[src/sv/srt_pkg.sv]
// shared types and constants for the sorted region table
// used by srt_first, srt_cell and sorted_region_table
package srt_pkg;

	localparam int MAX_REGIONS = 128;
	localparam int ADDR_BITS   = 48;
	localparam int IDX_W       = $clog2(MAX_REGIONS);
	localparam int CNT_W       = $clog2(MAX_REGIONS + 1);
	localparam int COUNT_W     = 16;
	localparam int FUNC_W      = 2;
	localparam int STATUS_W    = 3;

	localparam logic [COUNT_W-1:0] COUNT_MAX = '1;

	typedef logic [ADDR_BITS-1:0] addr_t;

	typedef enum logic [FUNC_W-1:0] {
		FN_REG    = 2'd0,
		FN_UNREG  = 2'd1,
		FN_LOOKUP = 2'd2,
		FN_CLEAR  = 2'd3
	} func_t;

	typedef enum logic [STATUS_W-1:0] {
		STS_OK         = 3'd0,
		STS_OVERLAP    = 3'd1,
		STS_FULL       = 3'd2,
		STS_NOT_FOUND  = 3'd3,
		STS_RANGE      = 3'd4,
		STS_COUNT_FULL = 3'd5
	} status_t;

	typedef enum logic [2:0] {
		S_IDLE,
		S_CMP,
		S_SEL,
		S_RD,
		S_ACT
	} state_t;

	typedef enum logic [2:0] {
		AK_NONE,
		AK_REPORT,
		AK_INC,
		AK_UNREG,
		AK_INSERT,
		AK_CLEAR
	} act_kind_t;

	typedef enum logic [2:0] {
		CO_HOLD,
		CO_INSERT,
		CO_REMOVE,
		CO_INC,
		CO_DEC
	} cell_op_t;

	typedef struct packed {
		addr_t               start;
		addr_t               length;
		logic [COUNT_W-1:0]  count;
	} cell_data_t;

	localparam int CELL_W = $bits(cell_data_t);

	typedef struct packed {
		logic eq;
		logic leneq;
		logic ovl;
		logic holds;
		logic lt;
		logic fail;
	} cell_flags_t;

	typedef struct packed {
		cell_op_t          op;
		logic [IDX_W-1:0]  idx;
		addr_t             start;
		addr_t             length;
	} cell_cmd_t;

	typedef struct packed {
		act_kind_t               kind;
		status_t                 status;
		logic [IDX_W-1:0]        idx;
		logic [MAX_REGIONS-1:0]  oh;
	} act_t;

endpackage

[src/sv/srt_cell.sv]
// one table slot: holds a region, compares it against the broadcast request
// and shifts to or from its neighbors; depends on srt_pkg
module srt_cell
	import srt_pkg::*;
(
	input  logic             clk,
	input  logic [IDX_W-1:0] slot,
	input  logic             occ,
	input  addr_t            req_addr,
	input  addr_t            req_len,
	input  logic [ADDR_BITS:0] req_end,
	input  cell_cmd_t        cmd,
	input  cell_data_t       left,
	input  cell_data_t       right,
	output cell_data_t       data,
	output cell_flags_t      flags
);

	cell_data_t         data_q;
	cell_flags_t        flags_q;
	cell_flags_t        flags_c;
	logic [ADDR_BITS:0] end_c;

	always_comb begin
		end_c         = {1'b0, data_q.start} + {1'b0, data_q.length};
		flags_c.lt    = occ && (data_q.start < req_addr);
		flags_c.eq    = occ && (data_q.start == req_addr);
		flags_c.leneq = (data_q.length == req_len);
		// region below the request overlaps if the request starts before its end,
		// region at or above it overlaps if it starts before the request end
		flags_c.ovl   = occ && (flags_c.lt ? ({1'b0, req_addr} < end_c)
		                                   : ({1'b0, data_q.start} < req_end));
		flags_c.holds = flags_c.eq || (flags_c.lt && ({1'b0, req_addr} < end_c));
		flags_c.fail  = req_end > end_c;
	end

	always_ff @(posedge clk) begin
		flags_q <= flags_c;
		case (cmd.op)
			CO_INSERT: begin
				if (slot > cmd.idx) begin
					data_q <= left;
				end else if (slot == cmd.idx) begin
					data_q.start  <= cmd.start;
					data_q.length <= cmd.length;
					data_q.count  <= COUNT_W'(1);
				end
			end
			CO_REMOVE: begin
				if (slot >= cmd.idx) begin
					data_q <= right;
				end
			end
			CO_INC: begin
				if (slot == cmd.idx) begin
					data_q.count <= data_q.count + COUNT_W'(1);
				end
			end
			CO_DEC: begin
				if (slot == cmd.idx) begin
					data_q.count <= data_q.count - COUNT_W'(1);
				end
			end
			default: ;
		endcase
	end

	assign data  = data_q;
	assign flags = flags_q;

endmodule

[config.mk]
export PLATFORM = sky130hd
export DESIGN_NAME = srt_cell
export DESIGN_NICKNAME = d
export VERILOG_FILES = /design/src/sv/srt_pkg.sv /design/src/sv/srt_cell.sv
export SDC_FILE = /design/constraint.sdc
export NUM_CORES = 1
export LEC_CHECK = 0
export BUFFER_PORTS_ARGS = -buffer_cell sky130_fd_sc_hd__buf_2
export CAP_MARGIN = 30
export CORE_AREA = 3 3 233 235
export DETAILED_ROUTE_END_ITERATION = 7
export DIE_AREA = 0 0 236 238
export PLACE_DENSITY_LB_ADDON = 0.3
export SLEW_MARGIN = 20
export SYNTH_ARGS = -nofsm -noshare
export SYNTH_HDL_FRONTEND = slang
export SYNTH_SLANG_ARGS = --single-unit
[constraint.sdc]
create_clock -name clk -period 34.4 [get_ports clk]
set_clock_uncertainty 0.15 [all_clocks]
set_input_delay 0 -clock clk [delete_from_list [all_inputs] [get_ports clk]]
set_output_delay 0 -clock clk [all_outputs]
set_load 0.01 [all_outputs]
==> flow_summary.toml <==
[status]
outcome = "complete, no violations"

[die]
ios = 602
die_w_um = 236
start_util_pct = 27.2
num_rows = 84
fp.dieH_um = 238
dieArea_um2 = 56200
core_area_um2 = 52400

[placement]
routabilityCongestion = 0.923
dp_hpwl_mm = 62.6
dpl_cell_area_um2 = 18100
dp.cells = 2882
portBuffers = 601
pre_cts_slack_ns = 28.32

[timing]
fin_crit_ns = 6.56
fin_ws_ns = 27.84
rsz0062_at_grt = "no"
finalHoldViolCount = 0
max_freq_ghz = 0.152
setup-violations-final = 0
report.final.slew_viol_count = 0
setup_tns_ns = 0
tightest_slew_ns = 1.08
finalCritPeriodShare_pct = 19.1
hold_ws_ns = 0.0414
slew-limit-headroom_pct = 27.4

[detailed_routing]
drt_iter0_drc = 868
drc = 0
via_count = 16037
routed_via_density = 5.07
wl_per_cell_um = 23.4
drt_pass1_iterations = 5
ant_nets = 0
routed_wl_mm = 74.2

[logic_synthesis]
synth_top_area_share_pct = 23.5
synthesis.instances = 1635
synth_cell_type_count = 72
async_flop_share_pct = 0
synth_common_cells = "ha_1 (258), o21ai_0 (165), nand2_1 (161)"
synth-seq-cells = 118
synth_area_per_cell_um2 = 8.74
yosys_warnings = 0
synth_area_um2 = 14300
synth_largest_area_cell = "edfxtp_1"
netlist_top_cells_area = "edfxtp_1 (24%), ha_1 (23%), mux2i_1 (6.9%)"
synth_most_common_cell = "ha_1"
ys_seq_area_share_pct = 24.4
synth_fp_nets = 2379
synth-edff-count = 112
ys.flop_type = "edfxtp_1"

[flow_run]
cap_viol_max_count = 0

[clock_network]
cts.sinks = 118
clockBufferDepth = 2
clk_latency_ns = 0.49
cts_root_buf = "clkbuf_16"
cts_made_buffers = 17
cts_tree = "done"
clkTransAtPathRegs_ns = 0.06
h-tree-depth = 4

[worst_setup_path]
arrival_ns = 6.78
cpPeakStageDelay_ns = 0.68
setup.worst_path.start_class = "register"
crit_family = "compound AO/OA/AOI/OAI gates"
path_cells = "ha_1 > a21oi_1 > a21oi_1 > a211oi_1 > and2_1 > o21bai_1 > a21o_1 > a221oi_1 > xor2_1 > ha_1 > nand4_1 > or3_1 > nor4_1 > o211ai_1 > o311ai_1 > a2111oi_1 > a21oi_1 > a21boi_1 > dlygate4sd3_1"
cp_common_cell = "a21oi_1"
critPathBufInv = 1
cp-end-kind = "register"
path_depth = 19
cpMaxStageDelayCell = "nor4_1"
crit_type = "register to register"
reg2reg_depth = 19
cp.required_ns = 34.62
critPathMaxFanout = 8

[final_layout]
finalNetCount = 3195
final_util_pct = 40.2
layout-drive-gt1-share_pct = 27.2
instances_no_fill = 3166
fin_area_um2 = 21100
area_growth_pct = 47.6
fillCellCount = 5295

[grt]
grt_max_degree = 94
grt_util_all_layers_pct = 25.8
grt_overflow = 0
antenna_found_initial = 29
first_global_vias = 16727
grt_pass1_wl_mm = 106

[power]
power.leakage_nw = 10.5
cellPowerDensity_nw_per_um2 = 36.9
total_power_mw = 0.777
ir_drop_mv = 0.0392

[min_path]
hold_depth = 3
hold_class = "input pin to register"
routing by layer:
metal / global-route usage (%) / wire length, um
met1: 28.7 / 28800
met2: 45.1 / 35900
met3: 7.28 / 5700
met4: 12.8 / 3580
met5: 0 / 160
layout by cell type, fill, tap and decap left out, drive strengths merged, types with 20 or more instances in the layout:
cell / synthesis / routed
xor2: 75 / 75
a21o: 98 / 98
nor2: 48 / 48
xnor2: 28 / 28
inv: 129 / 132
o21ai: 170 / 170
a21oi: 114 / 114
mux2i: 99 / 99
nand2: 161 / 161
ha: 258 / 258
nor2b: 20 / 20
nand4: 46 / 46
buf: 17 / 612
dlygate4sd3: 0 / 237
nand3: 22 / 22
edfxtp: 112 / 112
repair_timing:
| item | 4_1_cts | 5_1_grt |
|---|---|---|
| buffers inserted | 0 | 0 |
| hold buffers | 237 | 0 |
| endpoints found under the hold margin | 133 | 0 |
| resized for setup | 0 | 0 |
cell families after synthesis:
logic type	share of synthesized area, %
buffers and inverters	4.86
AOI/OAI and AO/OA	22.0
muxes	6.94
adders and majority gates	22.9
DFF	24.4
and+or+nand+nor	12.7
xor gates and xnor gates	6.31
registers in the layout (all words and copies together) (netlist names):
signal / cells
flags: 6
data: 112
path summary, 6_finish.rpt:
check	start	endpoint	slack, ns
worst min register to register	data[5]	data[5]	0.77
worst min-delay path	left[26]	data[26]	0.04
worst max register to register	data[29]	flags[3]	27.84
worst max-delay path	data[29]	flags[3]	27.84
area by class of cell:
class | instances | area (um2) | area share (%)
antenna | 14 | 35.0 | 0.166
clock inverter | 14 | 175 | 0.831
sequential | 118 | 3480 | 16.5
clock buffer | 18 | 429 | 2.04
multi-input combinational | 1336 | 10100 | 48.1
inverter | 129 | 484 | 2.30
tap | 688 | 861 | 4.08
timing repair buffer | 849 | 5470 | 26.0
where the power goes:
group          internal [mW]  total, mW  switching (mW)
registers              0.175      0.196          0.0207
logic                  0.177      0.383           0.207
clock network          0.114      0.198          0.0837
total                  0.466      0.777           0.311
worst reg2reg max path: cells and delay by family, from the launching register on:
family / cells / cell delay, ns
flip-flops: 1 / 0.56
adder cells (fa/ha/maj): 2 / 0.82
XOR/XNOR: 1 / 0.17
AO/OA/AOI/OAI: 11 / 2.50
buffers and inverters: 1 / 0.55
AND/OR/NAND/NOR: 4 / 1.68
No activity file was read; power rests on OpenSTA's default activity.
