<file path="src/sv/srt_pkg.sv">
// shared types and constants for the sorted region table
// used by srt_first, srt_cell and sorted_region_table
package srt_pkg;

	localparam int MAX_REGIONS = 128;
	localparam int ADDR_BITS   = 48;
	localparam int IDX_W       = $clog2(MAX_REGIONS);
	localparam int CNT_W       = $clog2(MAX_REGIONS + 1);
	localparam int COUNT_W     = 16;
	localparam int FUNC_W      = 2;
	localparam int STATUS_W    = 3;

	localparam logic [COUNT_W-1:0] COUNT_MAX = '1;

	typedef logic [ADDR_BITS-1:0] addr_t;

	typedef enum logic [FUNC_W-1:0] {
		FN_REG    = 2'd0,
		FN_UNREG  = 2'd1,
		FN_LOOKUP = 2'd2,
		FN_CLEAR  = 2'd3
	} func_t;

	typedef enum logic [STATUS_W-1:0] {
		STS_OK         = 3'd0,
		STS_OVERLAP    = 3'd1,
		STS_FULL       = 3'd2,
		STS_NOT_FOUND  = 3'd3,
		STS_RANGE      = 3'd4,
		STS_COUNT_FULL = 3'd5
	} status_t;

	typedef enum logic [2:0] {
		S_IDLE,
		S_CMP,
		S_SEL,
		S_RD,
		S_ACT
	} state_t;

	typedef enum logic [2:0] {
		AK_NONE,
		AK_REPORT,
		AK_INC,
		AK_UNREG,
		AK_INSERT,
		AK_CLEAR
	} act_kind_t;

	typedef enum logic [2:0] {
		CO_HOLD,
		CO_INSERT,
		CO_REMOVE,
		CO_INC,
		CO_DEC
	} cell_op_t;

	typedef struct packed {
		addr_t               start;
		addr_t               length;
		logic [COUNT_W-1:0]  count;
	} cell_data_t;

	localparam int CELL_W = $bits(cell_data_t);

	typedef struct packed {
		logic eq;
		logic leneq;
		logic ovl;
		logic holds;
		logic lt;
		logic fail;
	} cell_flags_t;

	typedef struct packed {
		cell_op_t          op;
		logic [IDX_W-1:0]  idx;
		addr_t             start;
		addr_t             length;
	} cell_cmd_t;

	typedef struct packed {
		act_kind_t               kind;
		status_t                 status;
		logic [IDX_W-1:0]        idx;
		logic [MAX_REGIONS-1:0]  oh;
	} act_t;

endpackage

</file>
<file path="src/sv/srt_first.sv">
// find-first-set over the per-cell flag vector, one-hot and encoded
// depends on srt_pkg
module srt_first
	import srt_pkg::*;
(
	input  logic [MAX_REGIONS-1:0] vec,
	output logic                   any,
	output logic [IDX_W-1:0]       idx,
	output logic [MAX_REGIONS-1:0] oh
);

	always_comb begin
		oh  = vec & (~vec + MAX_REGIONS'(1));
		any = |vec;
		idx = '0;
		for (int i = 0; i < MAX_REGIONS; i++) begin
			if (oh[i]) begin
				idx = idx | IDX_W'(i);
			end
		end
	end

endmodule

</file>
<file path="config.mk">
export PLATFORM = sky130hd
export DESIGN_NAME = srt_first
export DESIGN_NICKNAME = d
export VERILOG_FILES = /design/src/sv/srt_pkg.sv /design/src/sv/srt_first.sv
export SDC_FILE = /design/constraint.sdc
export NUM_CORES = 1
export LEC_CHECK = 0
export ABC_CLOCK_PERIOD_IN_PS = 4490
export CELL_PAD_IN_SITES_DETAIL_PLACEMENT = 1
export CELL_PAD_IN_SITES_GLOBAL_PLACEMENT = 1
export CORE_MARGIN = 2
export CORE_UTILIZATION = 40
export DETAILED_ROUTE_END_ITERATION = 10
export DONT_BUFFER_PORTS = 1
export PLACE_DENSITY = 0.84
export SLEW_MARGIN = 10
export SYNTH_ARGS = -nofsm -noshare
export SYNTH_HDL_FRONTEND = slang
export SYNTH_SLANG_ARGS = --single-unit
</file>
<file path="constraint.sdc">
create_clock -name vclk -period 4.49
set_input_delay 0.2245 -clock vclk [all_inputs]
set_output_delay 0.2245 -clock vclk [all_outputs]
set_load 0.02 [all_outputs]
</file>
==> metrics.txt <==
# TYPE chip_impl_metric gauge
chip_impl_metric{name="wire_length_of_the_first_global_routing_pass",unit="um"} 39200
chip_impl_metric{name="cts_post_setup_buffers_inserted",unit=""} 0
chip_impl_info{name="outcome",value="finished, final reports clean"} 1
chip_impl_metric{name="place_congestion",unit=""} 1.11
chip_impl_metric{name="grt_pass1_vias",unit=""} 6420
chip_impl_metric{name="postCtsHoldBufs",unit=""} 0
chip_impl_metric{name="fmax",unit="GHz"} 0.279
chip_impl_info{name="grt_setup_unrepaired",value="false"} 1
chip_impl_metric{name="post_synthesis_cell_count",unit=""} 691
chip_impl_metric{name="track_usage",unit=""} 0.459
chip_impl_metric{name="die_height",unit="um"} 104
chip_impl_metric{name="min_period_over_period",unit=""} 0.798
chip_impl_metric{name="core_area",unit="um^2"} 9730
chip_impl_metric{name="synth_to_final_area_change",unit="%"} 11.7
chip_impl_metric{name="critPathRequiredTime",unit="ns"} 4.27
chip_impl_metric{name="path_buf_inv",unit=""} 1
chip_impl_info{name="hold_path_startpoint",value="vec[0]"} 1
chip_impl_metric{name="std_cell_rows",unit=""} 36
chip_impl_metric{name="min_delay_path_depth",unit=""} 0
chip_impl_metric{name="syn-num-nets",unit=""} 819
chip_impl_metric{name="io_pins",unit=""} 264
chip_impl_metric{name="drt_first_pass_iters",unit=""} 6
chip_impl_metric{name="hold_viol",unit=""} 0
chip_impl_info{name="layout.cells.most_common_list",value="nor2_1 (88), nor3_1 (64), nand4_1 (64), nor4_1 (58), buf_4 (51)"} 1
chip_impl_metric{name="power.density",unit="nW/um^2"} 21.0
chip_impl_metric{name="initial_util",unit=""} 0.412
chip_impl_metric{name="dieArea",unit="um^2"} 10800
chip_impl_metric{name="finalSetupTns",unit="ns"} 0
chip_impl_metric{name="drc",unit=""} 0
chip_impl_metric{name="synth_compound_gate_area_share",unit=""} 0.135
chip_impl_info{name="cp_top_family",value="simple AND/OR/NAND/NOR gates"} 1
chip_impl_info{name="mostFrequentLayoutCell",value="nor2_1"} 1
chip_impl_metric{name="register_area",unit="um^2"} 0
chip_impl_metric{name="post_synth_and_or_nand_nor_area_fraction",unit=""} 0.803
chip_impl_metric{name="worstMarginPinSlew",unit="ns"} 1.10
chip_impl_metric{name="vias_post_dr",unit=""} 6714
chip_impl_metric{name="p_leak",unit="nW"} 1.67
chip_impl_metric{name="synthMuxAreaShare",unit=""} 0
chip_impl_metric{name="pin_count_of_the_biggest_net_entering_global_routing",unit=""} 20
chip_impl_metric{name="worstPathArrival",unit="ns"} 3.36
chip_impl_info{name="slowest_stage",value="o311ai_0"} 1
chip_impl_metric{name="vdd.ir_drop.worst",unit="mV"} 0.0216
chip_impl_metric{name="critical-path-max-stage-delay",unit="ns"} 0.76
chip_impl_metric{name="final-setup-viol-count",unit=""} 0
chip_impl_info{name="synth_top_family_by_area",value="simple AND/OR/NAND/NOR gates"} 1
chip_impl_metric{name="avgRoutedWirePerCell",unit="um"} 31.0
chip_impl_metric{name="synth-seq-area-share",unit=""} 0
chip_impl_metric{name="yosysWarnings",unit=""} 0
chip_impl_metric{name="synth_xor_area_frac",unit=""} 0
chip_impl_metric{name="finish.net_count",unit=""} 847
chip_impl_metric{name="antenna_left",unit=""} 0
chip_impl_metric{name="final_wirelength",unit="um"} 26400
chip_impl_metric{name="max_cap_violations",unit=""} 0
chip_impl_metric{name="drt-initial-drc-count",unit=""} 924
chip_impl_metric{name="flops_and_latches",unit=""} 0
chip_impl_metric{name="synthesis.area",unit="um^2"} 4010
chip_impl_metric{name="crit_path_time_final",unit="ns"} 3.58
chip_impl_metric{name="multi_input_area",unit="um^2"} 3780
chip_impl_metric{name="synth_area_per_cell",unit="um^2"} 5.80
chip_impl_info{name="worst_setup_ep_type",value="output pin"} 1
chip_impl_info{name="whs_endpoint",value="oh[0]"} 1
chip_impl_metric{name="route.detailed.vias_per_inst",unit=""} 7.89
chip_impl_info{name="worst_setup_path_type",value="in -> out"} 1
chip_impl_info{name="crit_path_start_kind",value="input port"} 1
chip_impl_metric{name="timing_max_transition_violations_final",unit=""} 0
chip_impl_metric{name="synth_adder_area_share",unit=""} 0
chip_impl_metric{name="drive_gt1_frac",unit=""} 0.113
chip_impl_metric{name="fill_cells",unit=""} 1389
chip_impl_metric{name="synthDistinctLibCells",unit=""} 62
chip_impl_metric{name="layout.clock_buffers",unit=""} 0
chip_impl_metric{name="cts.repair.resized",unit=""} 0
chip_impl_info{name="critical_path.cell_chain",value="or4_1 -> nor3_4 -> nand3_4 -> nor2_2 -> nand2_1 -> o311ai_0 -> nor4_1 -> nand4_1 -> buf_4"} 1
chip_impl_metric{name="port_buffers",unit=""} 0
chip_impl_metric{name="global_route.overflow_total",unit=""} 0
chip_impl_info{name="worstHoldPathType",value="in -> out"} 1
chip_impl_metric{name="number_of_antenna_violations_at_the_first_check_in_global_routing",unit=""} 1
chip_impl_metric{name="postLayoutCoreUtil",unit=""} 0.460
chip_impl_metric{name="slew_headroom",unit=""} 0.248
chip_impl_metric{name="fp.dieW",unit="um"} 104
chip_impl_metric{name="hpwl",unit="um"} 22400
chip_impl_metric{name="critical_path.max_fanout",unit=""} 10
==> per-layer routing <==
metal  vias to the layer above  global-route usage  wire length (um)
met5                         -                   0                 0
met4                         0               0.193              1510
met3                       116               0.145              3610
met2                       614               0.734             11500
met1                      3174               0.566              9790
li1                       2810                   -                 -
==> per-stage QoR <==
step | instance area (um^2) | hold WS [ns] | setup WS [ns] | std cells | power [W]
2_1_floorplan | 4010 | 0.524 | 1.36 | 691 | 0.0000682
3_3_place_gp | 4470 | 0.449 | 1.01 | 850 | 0.0000881
3_5_place_dp | 4470 | 0.449 | 1.01 | 850 | 0.0000898
4_1_cts | 4470 | 0.449 | 0.995 | 850 | 0.0000903
5_1_grt | 4480 | 0.450 | 0.706 | 851 | 0.0000995
6_report | 4480 | 0.449 | 0.908 | 851 | 0.0000940
==> worst max path at each step <==
stage,startpoint,endpoint,slack (ns),cells past startpoint
global placement,vec[39],idx[4],1.01,9
global route,vec[13],idx[4],0.71,9
floorplan,vec[35],idx[3],1.36,9
finish,vec[39],idx[4],0.91,9
CTS,vec[39],idx[4],1.0,9
detailed placement,vec[39],idx[4],1.01,9
==> cell usage after synthesis (16+ instances only) <==
cell type / count / share of area
and2_1: 21 / 0.033
and3_1: 36 / 0.056
and4_1: 16 / 0.035
inv_1: 37 / 0.035
nand2_1: 47 / 0.044
nand3_1: 39 / 0.049
nand4_1: 64 / 0.10
nor2_1: 88 / 0.082
nor3_1: 64 / 0.080
nor4_1: 60 / 0.094
or3_1: 22 / 0.034
or4_1: 16 / 0.030
==> logic make-up (layout without fill, tap and decap cells) <==
group,Yosys count,after routing
simple gates,555,555
compound gates,74,74
buf+inv,62,88
other cells,0,1
==> area by class of cell <==
| type | instances | share of cell area |
|---|---|---|
| multi-input combinational | 629 | 0.846 |
| timing repair buffer | 51 | 0.0855 |
| tap | 133 | 0.0372 |
| inverter | 37 | 0.0310 |
| antenna | 1 | 0.000559 |
==> power breakdown <==
part	switching [W]	total (W)	internal, W
combinational	0.0000582	0.0000940	0.0000359
clock	0	0.00000000000000327	0
sequential	0	0	0
Note: power is estimated with default switching activity, not from simulation.
